<file path="src/hdl/sip_pkg.sv">
`timescale 1ns / 1ps
package sip_pkg;

  localparam int DEF_COMPRESS_ROUNDS = 2;
  localparam int DEF_FINAL_ROUNDS    = 4;
  localparam int DEF_QUEUE_DEPTH     = 2;

  localparam logic [63:0] INIT_V0  = 64'h736f6d6570736575;
  localparam logic [63:0] INIT_V1  = 64'h646f72616e646f6d;
  localparam logic [63:0] INIT_V2  = 64'h6c7967656e657261;
  localparam logic [63:0] INIT_V3  = 64'h7465646279746573;
  localparam logic [63:0] FIN_FLIP = 64'h00000000000000ff;

  localparam int          CFG_ADDR_W   = 2;
  localparam logic [1:0]  REG_KEY_LOW  = 2'd0;
  localparam logic [1:0]  REG_KEY_HIGH = 2'd1;
  localparam logic [1:0]  REG_FOLD     = 2'd2;

  localparam logic [3:0]  FULL_BYTES = 4'd8;

  // block kinds handed from front to back
  localparam logic [1:0] OP_ABSORB    = 2'd0;
  localparam logic [1:0] OP_FIN_SHORT = 2'd1;
  localparam logic [1:0] OP_FIN_FULL  = 2'd2;

  typedef struct packed {
    logic        wr_low;
    logic        wr_high;
    logic        wr_fold;
    logic [63:0] data;
  } sip_cfg_t;

  typedef struct packed {
    logic [1:0]  op;
    logic [63:0] data;
    logic [7:0]  len;
  } sip_op_t;

  typedef struct packed {
    logic [63:0] v0;
    logic [63:0] v1;
    logic [63:0] v2;
    logic [63:0] v3;
  } sip_state_t;

  function automatic sip_state_t sip_init(input logic [63:0] k0, input logic [63:0] k1);
    sip_state_t s;
    s.v0 = INIT_V0 ^ k0;
    s.v1 = INIT_V1 ^ k1;
    s.v2 = INIT_V2 ^ k0;
    s.v3 = INIT_V3 ^ k1;
    return s;
  endfunction

  function automatic sip_state_t sip_round(input sip_state_t s);
    logic [63:0] a0;
    logic [63:0] a1;
    logic [63:0] a2;
    logic [63:0] a3;
    sip_state_t  r;
    a0 = s.v0 + s.v1;
    a1 = {s.v1[50:0], s.v1[63:51]} ^ a0;
    a0 = {a0[31:0], a0[63:32]};
    a2 = s.v2 + s.v3;
    a3 = {s.v3[47:0], s.v3[63:48]} ^ a2;
    a0 = a0 + a3;
    a3 = {a3[42:0], a3[63:43]} ^ a0;
    a2 = a2 + a1;
    a1 = {a1[46:0], a1[63:47]} ^ a2;
    a2 = {a2[31:0], a2[63:32]};
    r.v0 = a0;
    r.v1 = a1;
    r.v2 = a2;
    r.v3 = a3;
    return r;
  endfunction

  // keep the first cnt bytes, zero the rest
  function automatic logic [63:0] mask_bytes(input logic [63:0] w, input logic [3:0] cnt);
    logic [63:0] r;
    for (int i = 0; i < 8; i++) begin
      r[8*i +: 8] = (4'(i) < cnt) ? w[8*i +: 8] : 8'h00;
    end
    return r;
  endfunction

  // ascii upper case to lower case, byte by byte
  function automatic logic [63:0] lower_bytes(input logic [63:0] w);
    logic [63:0] r;
    logic [7:0]  b;
    for (int i = 0; i < 8; i++) begin
      b = w[8*i +: 8];
      r[8*i +: 8] = (b >= 8'h41 && b <= 8'h5a) ? (b + 8'h20) : b;
    end
    return r;
  endfunction

endpackage

</file>
<file path="src/hdl/sip_front.sv">
`timescale 1ns / 1ps
module sip_front (
  input  logic              clk,
  input  logic              rst_n,
  input  sip_pkg::sip_cfg_t cfg,
  input  logic              in_tvalid,
  output logic              in_tready,
  input  logic [63:0]       word_data,
  input  logic [3:0]        word_bytes,
  input  logic              last_word,
  input  logic              q_full,
  output logic              push,
  output sip_pkg::sip_op_t  push_op
);
  import sip_pkg::*;

  logic        fold_r, fold_nxt;
  logic [7:0]  len_r, len_nxt;
  logic [3:0]  cnt;
  logic [63:0] masked;
  logic [63:0] folded;

  assign in_tready = !q_full;
  assign push      = in_tvalid && in_tready;

  always_comb begin
    cnt    = last_word ? ((word_bytes > FULL_BYTES) ? FULL_BYTES : word_bytes) : FULL_BYTES;
    masked = mask_bytes(word_data, cnt);
    folded = fold_r ? lower_bytes(masked) : masked;
    push_op.data = folded;
    push_op.len  = len_r + {4'd0, cnt};
    if (!last_word) begin
      push_op.op = OP_ABSORB;
    end else if (cnt == FULL_BYTES) begin
      push_op.op = OP_FIN_FULL;
    end else begin
      push_op.op = OP_FIN_SHORT;
    end
  end

  always_comb begin
    fold_nxt = cfg.wr_fold ? cfg.data[0] : fold_r;
    len_nxt  = len_r;
    if (push) begin
      len_nxt = last_word ? 8'd0 : push_op.len;
    end
    if (cfg.wr_low || cfg.wr_high) begin
      len_nxt = 8'd0;
    end
  end

  always_ff @(posedge clk) begin
    if (!rst_n) begin
      fold_r <= 1'b0;
      len_r  <= 8'd0;
    end else begin
      fold_r <= fold_nxt;
      len_r  <= len_nxt;
    end
  end

endmodule

</file>
<file path="src/hdl/sip_queue.sv">
`timescale 1ns / 1ps
module sip_queue #(
  parameter int DEPTH = 2
) (
  input  logic             clk,
  input  logic             rst_n,
  input  logic             push,
  input  sip_pkg::sip_op_t wdata,
  output logic             full,
  input  logic             pop,
  output logic             valid,
  output sip_pkg::sip_op_t rdata
);
  import sip_pkg::*;

  localparam int PTR_W = (DEPTH > 1) ? $clog2(DEPTH) : 1;
  localparam int CNT_W = $clog2(DEPTH + 1);

  sip_op_t            mem [DEPTH];
  logic [PTR_W-1:0]   wr_ptr_r, wr_ptr_nxt;
  logic [PTR_W-1:0]   rd_ptr_r, rd_ptr_nxt;
  logic [CNT_W-1:0]   cnt_r, cnt_nxt;

  assign full  = (cnt_r == CNT_W'(DEPTH));
  assign valid = (cnt_r != '0);
  assign rdata = mem[rd_ptr_r];

  always_comb begin
    wr_ptr_nxt = wr_ptr_r;
    rd_ptr_nxt = rd_ptr_r;
    cnt_nxt    = cnt_r;
    if (push) begin
      wr_ptr_nxt = (wr_ptr_r == PTR_W'(DEPTH - 1)) ? '0 : wr_ptr_r + 1'b1;
    end
    if (pop) begin
      rd_ptr_nxt = (rd_ptr_r == PTR_W'(DEPTH - 1)) ? '0 : rd_ptr_r + 1'b1;
    end
    if (push && !pop) begin
      cnt_nxt = cnt_r + 1'b1;
    end else if (pop && !push) begin
      cnt_nxt = cnt_r - 1'b1;
    end
  end

  always_ff @(posedge clk) begin
    if (push) begin
      mem[wr_ptr_r] <= wdata;
    end
  end

  always_ff @(posedge clk) begin
    if (!rst_n) begin
      wr_ptr_r <= '0;
      rd_ptr_r <= '0;
      cnt_r    <= '0;
    end else begin
      wr_ptr_r <= wr_ptr_nxt;
      rd_ptr_r <= rd_ptr_nxt;
      cnt_r    <= cnt_nxt;
    end
  end

endmodule

</file>
<file path="src/hdl/sip_back.sv">
`timescale 1ns / 1ps
module sip_back #(
  parameter int COMPRESS_ROUNDS = sip_pkg::DEF_COMPRESS_ROUNDS,
  parameter int FINAL_ROUNDS    = sip_pkg::DEF_FINAL_ROUNDS
) (
  input  logic              clk,
  input  logic              rst_n,
  input  sip_pkg::sip_cfg_t cfg,
  input  logic              q_valid,
  input  sip_pkg::sip_op_t  q_op,
  output logic              pop,
  output logic              out_tvalid,
  input  logic              out_tready,
  output logic [63:0]       hash_value
);
  import sip_pkg::*;

  localparam int MAXR  = (COMPRESS_ROUNDS > FINAL_ROUNDS) ? COMPRESS_ROUNDS : FINAL_ROUNDS;
  localparam int RND_W = $clog2(MAXR + 1);

  localparam logic [1:0] SEG_IDLE = 2'd0;
  localparam logic [1:0] SEG_ABS  = 2'd1;
  localparam logic [1:0] SEG_FIN  = 2'd2;

  logic [1:0]       seg_r, seg_nxt;
  logic [RND_W-1:0] rnd_r, rnd_nxt;
  logic [63:0]      m_r, m_nxt;
  logic [63:0]      m2_r, m2_nxt;
  logic             m2_pend_r, m2_pend_nxt;
  logic             fin_pend_r, fin_pend_nxt;
  logic [63:0]      klow_r, klow_nxt;
  logic [63:0]      khigh_r, khigh_nxt;
  sip_state_t       v_r, v_nxt;
  logic             out_valid_r, out_valid_nxt;
  logic [63:0]      out_hash_r, out_hash_nxt;

  sip_state_t rin;
  sip_state_t rout;
  logic       first_rnd;
  logic       abs_last;
  logic       fin_last;
  logic       stall;
  logic       advance;
  logic       op_done;
  logic       fin_done;

  assign out_tvalid = out_valid_r;
  assign hash_value = out_hash_r;

  // shared round unit: message xor into v3 and the final flip of v2 ride on round zero
  always_comb begin
    first_rnd = (rnd_r == '0);
    rin       = v_r;
    if (seg_r == SEG_ABS && first_rnd) begin
      rin.v3 = v_r.v3 ^ m_r;
    end
    if (seg_r == SEG_FIN && first_rnd) begin
      rin.v2 = v_r.v2 ^ FIN_FLIP;
    end
    rout = sip_round(rin);
  end

  always_comb begin
    abs_last = (seg_r == SEG_ABS) && (rnd_r == RND_W'(COMPRESS_ROUNDS - 1));
    fin_last = (seg_r == SEG_FIN) && (rnd_r == RND_W'(FINAL_ROUNDS - 1));
    stall    = fin_last && out_valid_r && !out_tready;
    advance  = (seg_r != SEG_IDLE) && !stall;
    fin_done = fin_last && !stall;
    op_done  = (abs_last && !m2_pend_r && !fin_pend_r) || fin_done;
    pop      = q_valid && ((seg_r == SEG_IDLE) || op_done);
  end

  always_comb begin
    seg_nxt       = seg_r;
    rnd_nxt       = rnd_r;
    m_nxt         = m_r;
    m2_nxt        = m2_r;
    m2_pend_nxt   = m2_pend_r;
    fin_pend_nxt  = fin_pend_r;
    klow_nxt      = cfg.wr_low  ? cfg.data : klow_r;
    khigh_nxt     = cfg.wr_high ? cfg.data : khigh_r;
    v_nxt         = v_r;
    out_valid_nxt = out_valid_r;
    out_hash_nxt  = out_hash_r;

    if (out_tready) begin
      out_valid_nxt = 1'b0;
    end

    if (advance) begin
      v_nxt   = rout;
      rnd_nxt = rnd_r + 1'b1;
      if (abs_last) begin
        v_nxt.v0 = rout.v0 ^ m_r;
        rnd_nxt  = '0;
        if (m2_pend_r) begin
          m_nxt       = m2_r;
          m2_pend_nxt = 1'b0;
        end else if (fin_pend_r) begin
          seg_nxt      = SEG_FIN;
          fin_pend_nxt = 1'b0;
        end else begin
          seg_nxt = SEG_IDLE;
        end
      end
      if (fin_last) begin
        seg_nxt       = SEG_IDLE;
        rnd_nxt       = '0;
        v_nxt         = sip_init(klow_r, khigh_r);
        out_valid_nxt = 1'b1;
        out_hash_nxt  = rout.v0 ^ rout.v1 ^ rout.v2 ^ rout.v3;
      end
    end

    if (pop) begin
      seg_nxt = SEG_ABS;
      rnd_nxt = '0;
      case (q_op.op)
        OP_FIN_SHORT: begin
          m_nxt        = q_op.data | {q_op.len, 56'd0};
          m2_pend_nxt  = 1'b0;
          fin_pend_nxt = 1'b1;
        end
        OP_FIN_FULL: begin
          m_nxt        = q_op.data;
          m2_nxt       = {q_op.len, 56'd0};
          m2_pend_nxt  = 1'b1;
          fin_pend_nxt = 1'b1;
        end
        default: begin
          m_nxt        = q_op.data;
          m2_pend_nxt  = 1'b0;
          fin_pend_nxt = 1'b0;
        end
      endcase
    end

    // new key abandons any partial state
    if (cfg.wr_low || cfg.wr_high) begin
      v_nxt = sip_init(klow_nxt, khigh_nxt);
    end
  end

  always_ff @(posedge clk) begin
    m_r        <= m_nxt;
    m2_r       <= m2_nxt;
    out_hash_r <= out_hash_nxt;
  end

  always_ff @(posedge clk) begin
    if (!rst_n) begin
      seg_r       <= SEG_IDLE;
      rnd_r       <= '0;
      m2_pend_r   <= 1'b0;
      fin_pend_r  <= 1'b0;
      klow_r      <= 64'd0;
      khigh_r     <= 64'd0;
      v_r         <= sip_init(64'd0, 64'd0);
      out_valid_r <= 1'b0;
    end else begin
      seg_r       <= seg_nxt;
      rnd_r       <= rnd_nxt;
      m2_pend_r   <= m2_pend_nxt;
      fin_pend_r  <= fin_pend_nxt;
      klow_r      <= klow_nxt;
      khigh_r     <= khigh_nxt;
      v_r         <= v_nxt;
      out_valid_r <= out_valid_nxt;
    end
  end

  a_idle_no_pending: assert property (@(posedge clk) disable iff (!rst_n)
    (seg_r == SEG_IDLE) |-> (!m2_pend_r && !fin_pend_r))
    else $error("idle sequencer with blocks still pending");

  a_fin_gives_result: assert property (@(posedge clk) disable iff (!rst_n)
    fin_done |=> out_valid_r)
    else $error("finalisation finished without a result");

  a_pop_only_when_free: assert property (@(posedge clk) disable iff (!rst_n)
    pop |-> (q_valid && (seg_r == SEG_IDLE || op_done)))
    else $error("queue read while a block is in progress");

  a_stall_holds_state: assert property (@(posedge clk) disable iff (!rst_n)
    (stall && !cfg.wr_low && !cfg.wr_high) |=> ($stable(v_r) && seg_r == SEG_FIN))
    else $error("round state moved while the result was blocked");

endmodule

</file>
<file path="src/hdl/siphash_2_4_keyed_hash_core.sv">
`timescale 1ns / 1ps
// channel   dir   handshake              payload
// in_       in    in_tvalid/in_tready    in_tdata = word_data, word_bytes; in_tlast = last_word
// out_      out   out_tvalid/out_tready  out_tdata = hash_value
// cfg_      in    cfg_wr_en              cfg_addr (key_low, key_high, fold_case), cfg_data
//
// an inner word takes COMPRESS_ROUNDS SipRounds (2 by default), one SipRound a cycle on the
//   single round unit in the back part (a held result can stall it); the next word leaves the queue in its last round
// a last word under eight bytes takes COMPRESS_ROUNDS + FINAL_ROUNDS rounds (6), a full
//   last word 2 * COMPRESS_ROUNDS + FINAL_ROUNDS rounds (8); every word passes through the queue first
// reset is synchronous on rst_n low: keys and fold_case clear, the state loads from zero keys
// the front part takes words whenever the queue has room; a held result stalls only the last
//   finalisation round, the queue keeps filling meanwhile
module siphash_2_4_keyed_hash_core #(
  parameter int COMPRESS_ROUNDS = sip_pkg::DEF_COMPRESS_ROUNDS,
  parameter int FINAL_ROUNDS    = sip_pkg::DEF_FINAL_ROUNDS,
  parameter int QUEUE_DEPTH     = sip_pkg::DEF_QUEUE_DEPTH
) (
  input  logic                          clk,
  input  logic                          rst_n,
  // configuration write port
  input  logic                          cfg_wr_en,
  input  logic [sip_pkg::CFG_ADDR_W-1:0] cfg_addr,
  input  logic [63:0]                   cfg_data,
  // input words
  input  logic                          in_tvalid,
  output logic                          in_tready,
  input  logic [71:0]                   in_tdata,   // [63:0] word_data, [67:64] word_bytes, [71:68] zero
  input  logic                          in_tlast,   // last_word
  // hash results
  output logic                          out_tvalid,
  input  logic                          out_tready,
  output logic [63:0]                   out_tdata   // [63:0] hash_value
);
  import sip_pkg::*;

  sip_cfg_t cfg;
  logic     push;
  sip_op_t  push_op;
  logic     q_full;
  logic     q_valid;
  logic     pop;
  sip_op_t  q_op;

  // register decode: an index beyond the list writes nothing
  always_comb begin
    cfg.wr_low  = cfg_wr_en && (cfg_addr == REG_KEY_LOW);
    cfg.wr_high = cfg_wr_en && (cfg_addr == REG_KEY_HIGH);
    cfg.wr_fold = cfg_wr_en && (cfg_addr == REG_FOLD);
    cfg.data    = cfg_data;
  end

  // front: masking, case folding, length byte and block kind
  sip_front u_front (
    .clk        (clk),
    .rst_n      (rst_n),
    .cfg        (cfg),
    .in_tvalid  (in_tvalid),
    .in_tready  (in_tready),
    .word_data  (in_tdata[63:0]),
    .word_bytes (in_tdata[67:64]),
    .last_word  (in_tlast),
    .q_full     (q_full),
    .push       (push),
    .push_op    (push_op)
  );

  // short queue between classification and the round engine
  sip_queue #(
    .DEPTH (QUEUE_DEPTH)
  ) u_queue (
    .clk   (clk),
    .rst_n (rst_n),
    .push  (push),
    .wdata (push_op),
    .full  (q_full),
    .pop   (pop),
    .valid (q_valid),
    .rdata (q_op)
  );

  // back: round sequencer, key state and result register
  sip_back #(
    .COMPRESS_ROUNDS (COMPRESS_ROUNDS),
    .FINAL_ROUNDS    (FINAL_ROUNDS)
  ) u_back (
    .clk        (clk),
    .rst_n      (rst_n),
    .cfg        (cfg),
    .q_valid    (q_valid),
    .q_op       (q_op),
    .pop        (pop),
    .out_tvalid (out_tvalid),
    .out_tready (out_tready),
    .hash_value (out_tdata)
  );

endmodule
</file>
<file path="config.mk">
export PLATFORM = sky130hd
export DESIGN_NAME = siphash_2_4_keyed_hash_core
export DESIGN_NICKNAME = d
export VERILOG_FILES = /design/src/hdl/sip_pkg.sv /design/src/hdl/sip_front.sv /design/src/hdl/sip_queue.sv /design/src/hdl/sip_back.sv /design/src/hdl/siphash_2_4_keyed_hash_core.sv
export SDC_FILE = /design/constraint.sdc
export NUM_CORES = 2
export LEC_CHECK = 0
export ABC_AREA = 1
export CORE_ASPECT_RATIO = 1.25
export CORE_UTILIZATION = 59
export DETAILED_ROUTE_END_ITERATION = 16
export DONT_BUFFER_PORTS = 1
export PLACE_DENSITY_LB_ADDON = 0.1
export SETUP_SLACK_MARGIN = 0.02
export SLEW_MARGIN = 20
export SYNTH_ARGS = -nofsm -noshare
export SYNTH_HDL_FRONTEND = slang
export SYNTH_SLANG_ARGS = --single-unit
</file>
<file path="constraint.sdc">
create_clock -name clk -period 7.8 [get_ports clk]
set_clock_uncertainty 0.1 [all_clocks]
set_input_delay 0.78 -clock clk [delete_from_list [all_inputs] [get_ports clk]]
set_output_delay 0.78 -clock clk [all_outputs]
set_load 0.1 [all_outputs]
</file>
==> out/results.txt, run 1 <==
synth warn: 0
I/O Buffers: 0
total grt overflow: 204
largest net degree at the start of global routing: 175
post-synthesis sequential area ratio: 0.324
number of global-route vias before repair: 59100
DIE WIDTH: 266 um
post-CTS setup buffers: 0
die height: 332 um
Seq cells post-synth: 690
CTS buffer count: 72
CTS Hold Bufs: 0
Synth top area share: 0.166
status: stopped before the end
cell taking the most area after synthesis: edfxtp_1
Post-synth ARST share: 0
Post-DP HPWL: 228 mm
first-pass GRT wire length: 447 mm
Halt Stage: global routing (5_1_grt)
largest cells by area after synthesis: edfxtp_1 17%, dfxtp_1 16%, nand2_1 14%
tool error: [ERROR GRT-0116] Global routing finished with congestion. Check the congestion regions in the DRC Viewer.
cell with the most instances after synthesis: nand2_1
IO Pins: 210
Post-Syn Area: 0.0514 sq mm
Max H-tree Level: 3
FP Rows: 120
GP Congestion: 1.43
Initial Util: 0.598
Max Buffers Root-to-Sink: 3
Syn Area/Cell: 7.02 sq um
Gates resized, CTS repair: 0
Post-synth EDFFs: 284
Yosys cell types: 69
CTS root buf: clkbuf_16
clock sink count: 690
GRT Util Overall: 0.709
predominant post-synthesis flop cell: dfxtp_1
syn nets: 7728
Synth top cells by count: 1892 x nand2_1, 891 x inv_1, 634 x nor2_1
Syn Inst Count: 7317
==> layer usage <==
layer  GRT overflow  global-route usage
met1              1               0.726
met4             78               0.696
met2            123               0.898
met5              1               0.112
met3              1               0.519
==> stage by stage <==
stage	std cells	instance area, sq um	setup slack (ns)	hold slack (ns)	util
2_1_floorplan	7317	51400	0.380	0.326	-
3_3_place_gp	8792	56200	0.455	0.326	0.655
3_5_place_dp	8792	56200	0.450	0.351	0.655
4_1_cts	8924	58600	0.289	0.132	0.683
==> cell families after synthesis <==
logic type,after synthesis,share of synthesized area
DFF,690,0.324
buffers and inverters,1134,0.0836
xor gates and xnor gates,618,0.108
and+or+nand+nor,3112,0.251
muxes,46,0.00897
adders and majority gates,267,0.0656
AOI/OAI and AO/OA,1450,0.159
==> inputs of run 2 (changes only) <==
- CORE_ASPECT_RATIO: 1.25 -> not set
- CORE_UTILIZATION: 59 -> 40
- PLACE_DENSITY_LB_ADDON: 0.1 -> 0.15
- SETUP_SLACK_MARGIN: 0.02 -> not set
- clock period: 7.8 -> 10.1 ns (I/O delays scaled with it)
==> run 2 against run 1 <==
  * The flow now finishes without violations
  * Synthesized area is the same
  * Synthesized cell count is the same
==> out/results.txt, run 2 <==
max reg flops: 148
Post-Syn Area: 0.0514 sq mm (unchanged)
CTS root buf: clkbuf_16 (unchanged)
Reg area: 0.0167 sq mm
Via Count: 55500
FP Rows: 131 (was 120)
Post-Place Cells: 8959 (was 8792)
mux contribution to synthesized area: 0.00897 (unchanged)
CP Data Required Time: 10.60 ns
die height: 360 um (was 332 um)
Seq cells post-synth: 690 (unchanged)
DIE WIDTH: 360 um (was 266 um)
largest cells by area after synthesis: edfxtp_1 17%, dfxtp_1 16%, nand2_1 14% (unchanged)
Synth Area in Simple Gates: 0.251 (unchanged)
Yosys cell types: 69 (unchanged)
hold_sp: cfg_data[12]
post-CTS setup buffers: 0 (unchanged)
CP Max Fanout: 3
WL/cell: 35.0 um
nets: 7791
Slowest cell on crit path: a21oi_1
crit-path most repeated cell: nand2_1
Core Box Area: 0.128 sq mm
die area: 0.130 sq mm
GP Congestion: 1.22 (was 1.43)
path type of the worst setup path: reg -> reg
IO Pins: 210 (unchanged)
insertion delay to the later sink of the worst-skew pair: 0.75 ns
CTS buffer count: 81 (was 72)
synth warn: 0 (unchanged)
Post-synth ARST share: 0 (unchanged)
Synth top cells by count: 1892 x nand2_1, 891 x inv_1, 634 x nor2_1 (unchanged)
max-cap violations: 0
Worst R2R Start: u_back.rin[128]
Slew Viols, Final: 0
most used cells in the layout excluding fill and tap cells: 1887 x nand2_1, 886 x inv_1, 629 x nor2_1
Hold Crit Class: in -> reg
GRT Util Overall: 0.478
Syn Area/Cell: 7.02 sq um (unchanged)
crit end category: flip-flop
cell taking the most area after synthesis: edfxtp_1 (unchanged)
total negative slack: 0 ns
Adder-Cell Fraction of Synth Area: 0.0656 (unchanged)
I/O Buffers: 0 (unchanged)
total grt overflow: 0
Biggest register: u_queue.mem
vias per std cell: 6.06
Final Hold Violating Endpoints: 0
Synth top area share: 0.166 (unchanged)
Post-synth EDFFs: 284 (unchanged)
Gates resized, CTS repair: 0 (unchanged)
Worst setup startpoint: u_back.rin[128]
CTS Hold Bufs: 0 (unchanged)
first-pass GRT wire length: 420 mm
number of global-route vias before repair: 49400
Pre-antenna DRT Iters: 8
Worst-path clk slew: 0.06 ns
compound-gate portion of the synthesized area: 0.159 (unchanged)
DR iter-0 viols: 8225
FMAX: 108 MHz
DRC: 0
Slew HR: 0.129
largest family of logic cells by synthesized area: simple AND/OR/NAND/NOR gates (unchanged)
CTS tree: done
syn nets: 7728 (unchanged)
multi-input logic area: 0.0306 sq mm
clock sink count: 690 (unchanged)
Critical Path Source Type: flip-flop
fillcell total: 13300
DRT Wirelength: 321 mm
Layout area overhead: 11.4%
predominant post-synthesis flop cell: dfxtp_1 (unchanged)
RSZ-0062 raised after global routing: false
Syn Inst Count: 7317 (unchanged)
layout cells sized above 1: 0.0739
Routed Antenna Nets: 0
status: completed (was stopped before the end)
xor/xnor share of the synthesized area: 0.108 (unchanged)
final setup vio count: 0
Initial Util: 0.403 (was 0.598)
fin crit share: 0.921
initial antenna violation count: 58
fin crit period: 9.30 ns
Max Buffers Root-to-Sink: 3 (unchanged)
largest net degree at the start of global routing: 162
commonest non-fill, non-tap cell in the layout: nand2_1
Final Instance Count excl. Fillers: 9149
cell with the most instances after synthesis: nand2_1 (unchanged)
Max H-tree Level: 3 (unchanged)
max incr delay on CP: 0.65 ns
post-synthesis sequential area ratio: 0.324 (unchanged)
CP arrival: 9.80 ns
worst-margin pin slew: 1.30 ns
Post-DP HPWL: 269 mm (was 228 mm)
-- run 2: cell counts after synthesis --
Identical to the previous run, type by type.
-- run 2: path summary, 6_finish.rpt --
check	end	slack, ns	depth (start not counted)
hold / removal	u_back.khigh_r[12]	0.35	2
setup / recovery	u_back.rin[252]	0.80	38
setup reg to reg	u_back.rin[252]	0.80	38
hold reg to reg	u_front.len_r[0]	0.36	2
-- run 2: worst max-delay path: cells and delay by family (launching register included) --
kind | cells | cell delay [ns]
buffers and inverters | 4 | 0.57
flip-flops | 1 | 0.33
adder cells (fa/ha/maj) | 4 | 1.30
AND/OR/NAND/NOR | 16 | 1.88
XOR/XNOR | 1 | 0.35
AO/OA/AOI/OAI | 13 | 4.60
-- run 2: area by class of cell --
cell class | instances | share of cell area
Timing Repair Buffer | 206 | 0.0279
Inverter | 908 | 0.0599
Antenna cell | 41 | 0.00179
Tap cell | 1662 | 0.0364
Clock buffer | 108 | 0.0386
Multi-Input combinational cell | 5493 | 0.535
Sequential cell | 690 | 0.291
Clock inverter | 41 | 0.00875
-- run 2: cell families (layout without fill, tap and decap cells) --
kind of cell             after synthesis  in the layout
flip-flops                           690            690
multiplexers                          46             46
AO/OA/AOI/OAI                       1450           1450
other                                  0             41
adder cells (fa/ha/maj)              267            267
AND/OR/NAND/NOR                     3112           3112
XOR/XNOR                             618            618
buffers and inverters               1134           1263
-- run 2: per-stage QoR --
step	worst slack [ns]	hold slack (ns)	util	cell area, sq um
2_1_floorplan	2.45	0.326	-	51400
3_3_place_gp	1.31	0.325	0.426	54300
3_5_place_dp	1.32	0.352	0.426	54300
4_1_cts	1.23	0.263	0.447	57100
5_1_grt	0.685	0.353	0.448	57100
6_report	0.798	0.346	0.448	57200
-- run 2: per-layer routing --
metal  GRT usage  share of wire  vias to the layer above
met5           0        0.00054                        -
met4       0.432           0.11                       26
li1            -              -                    24100
met3       0.157           0.12                     1044
met1       0.580           0.37                    26300
met2       0.670           0.39                     3922
Power of run 2 is not shown: default switching activity piles up to over one toggle a cycle in this logic, so the estimate is an artifact.
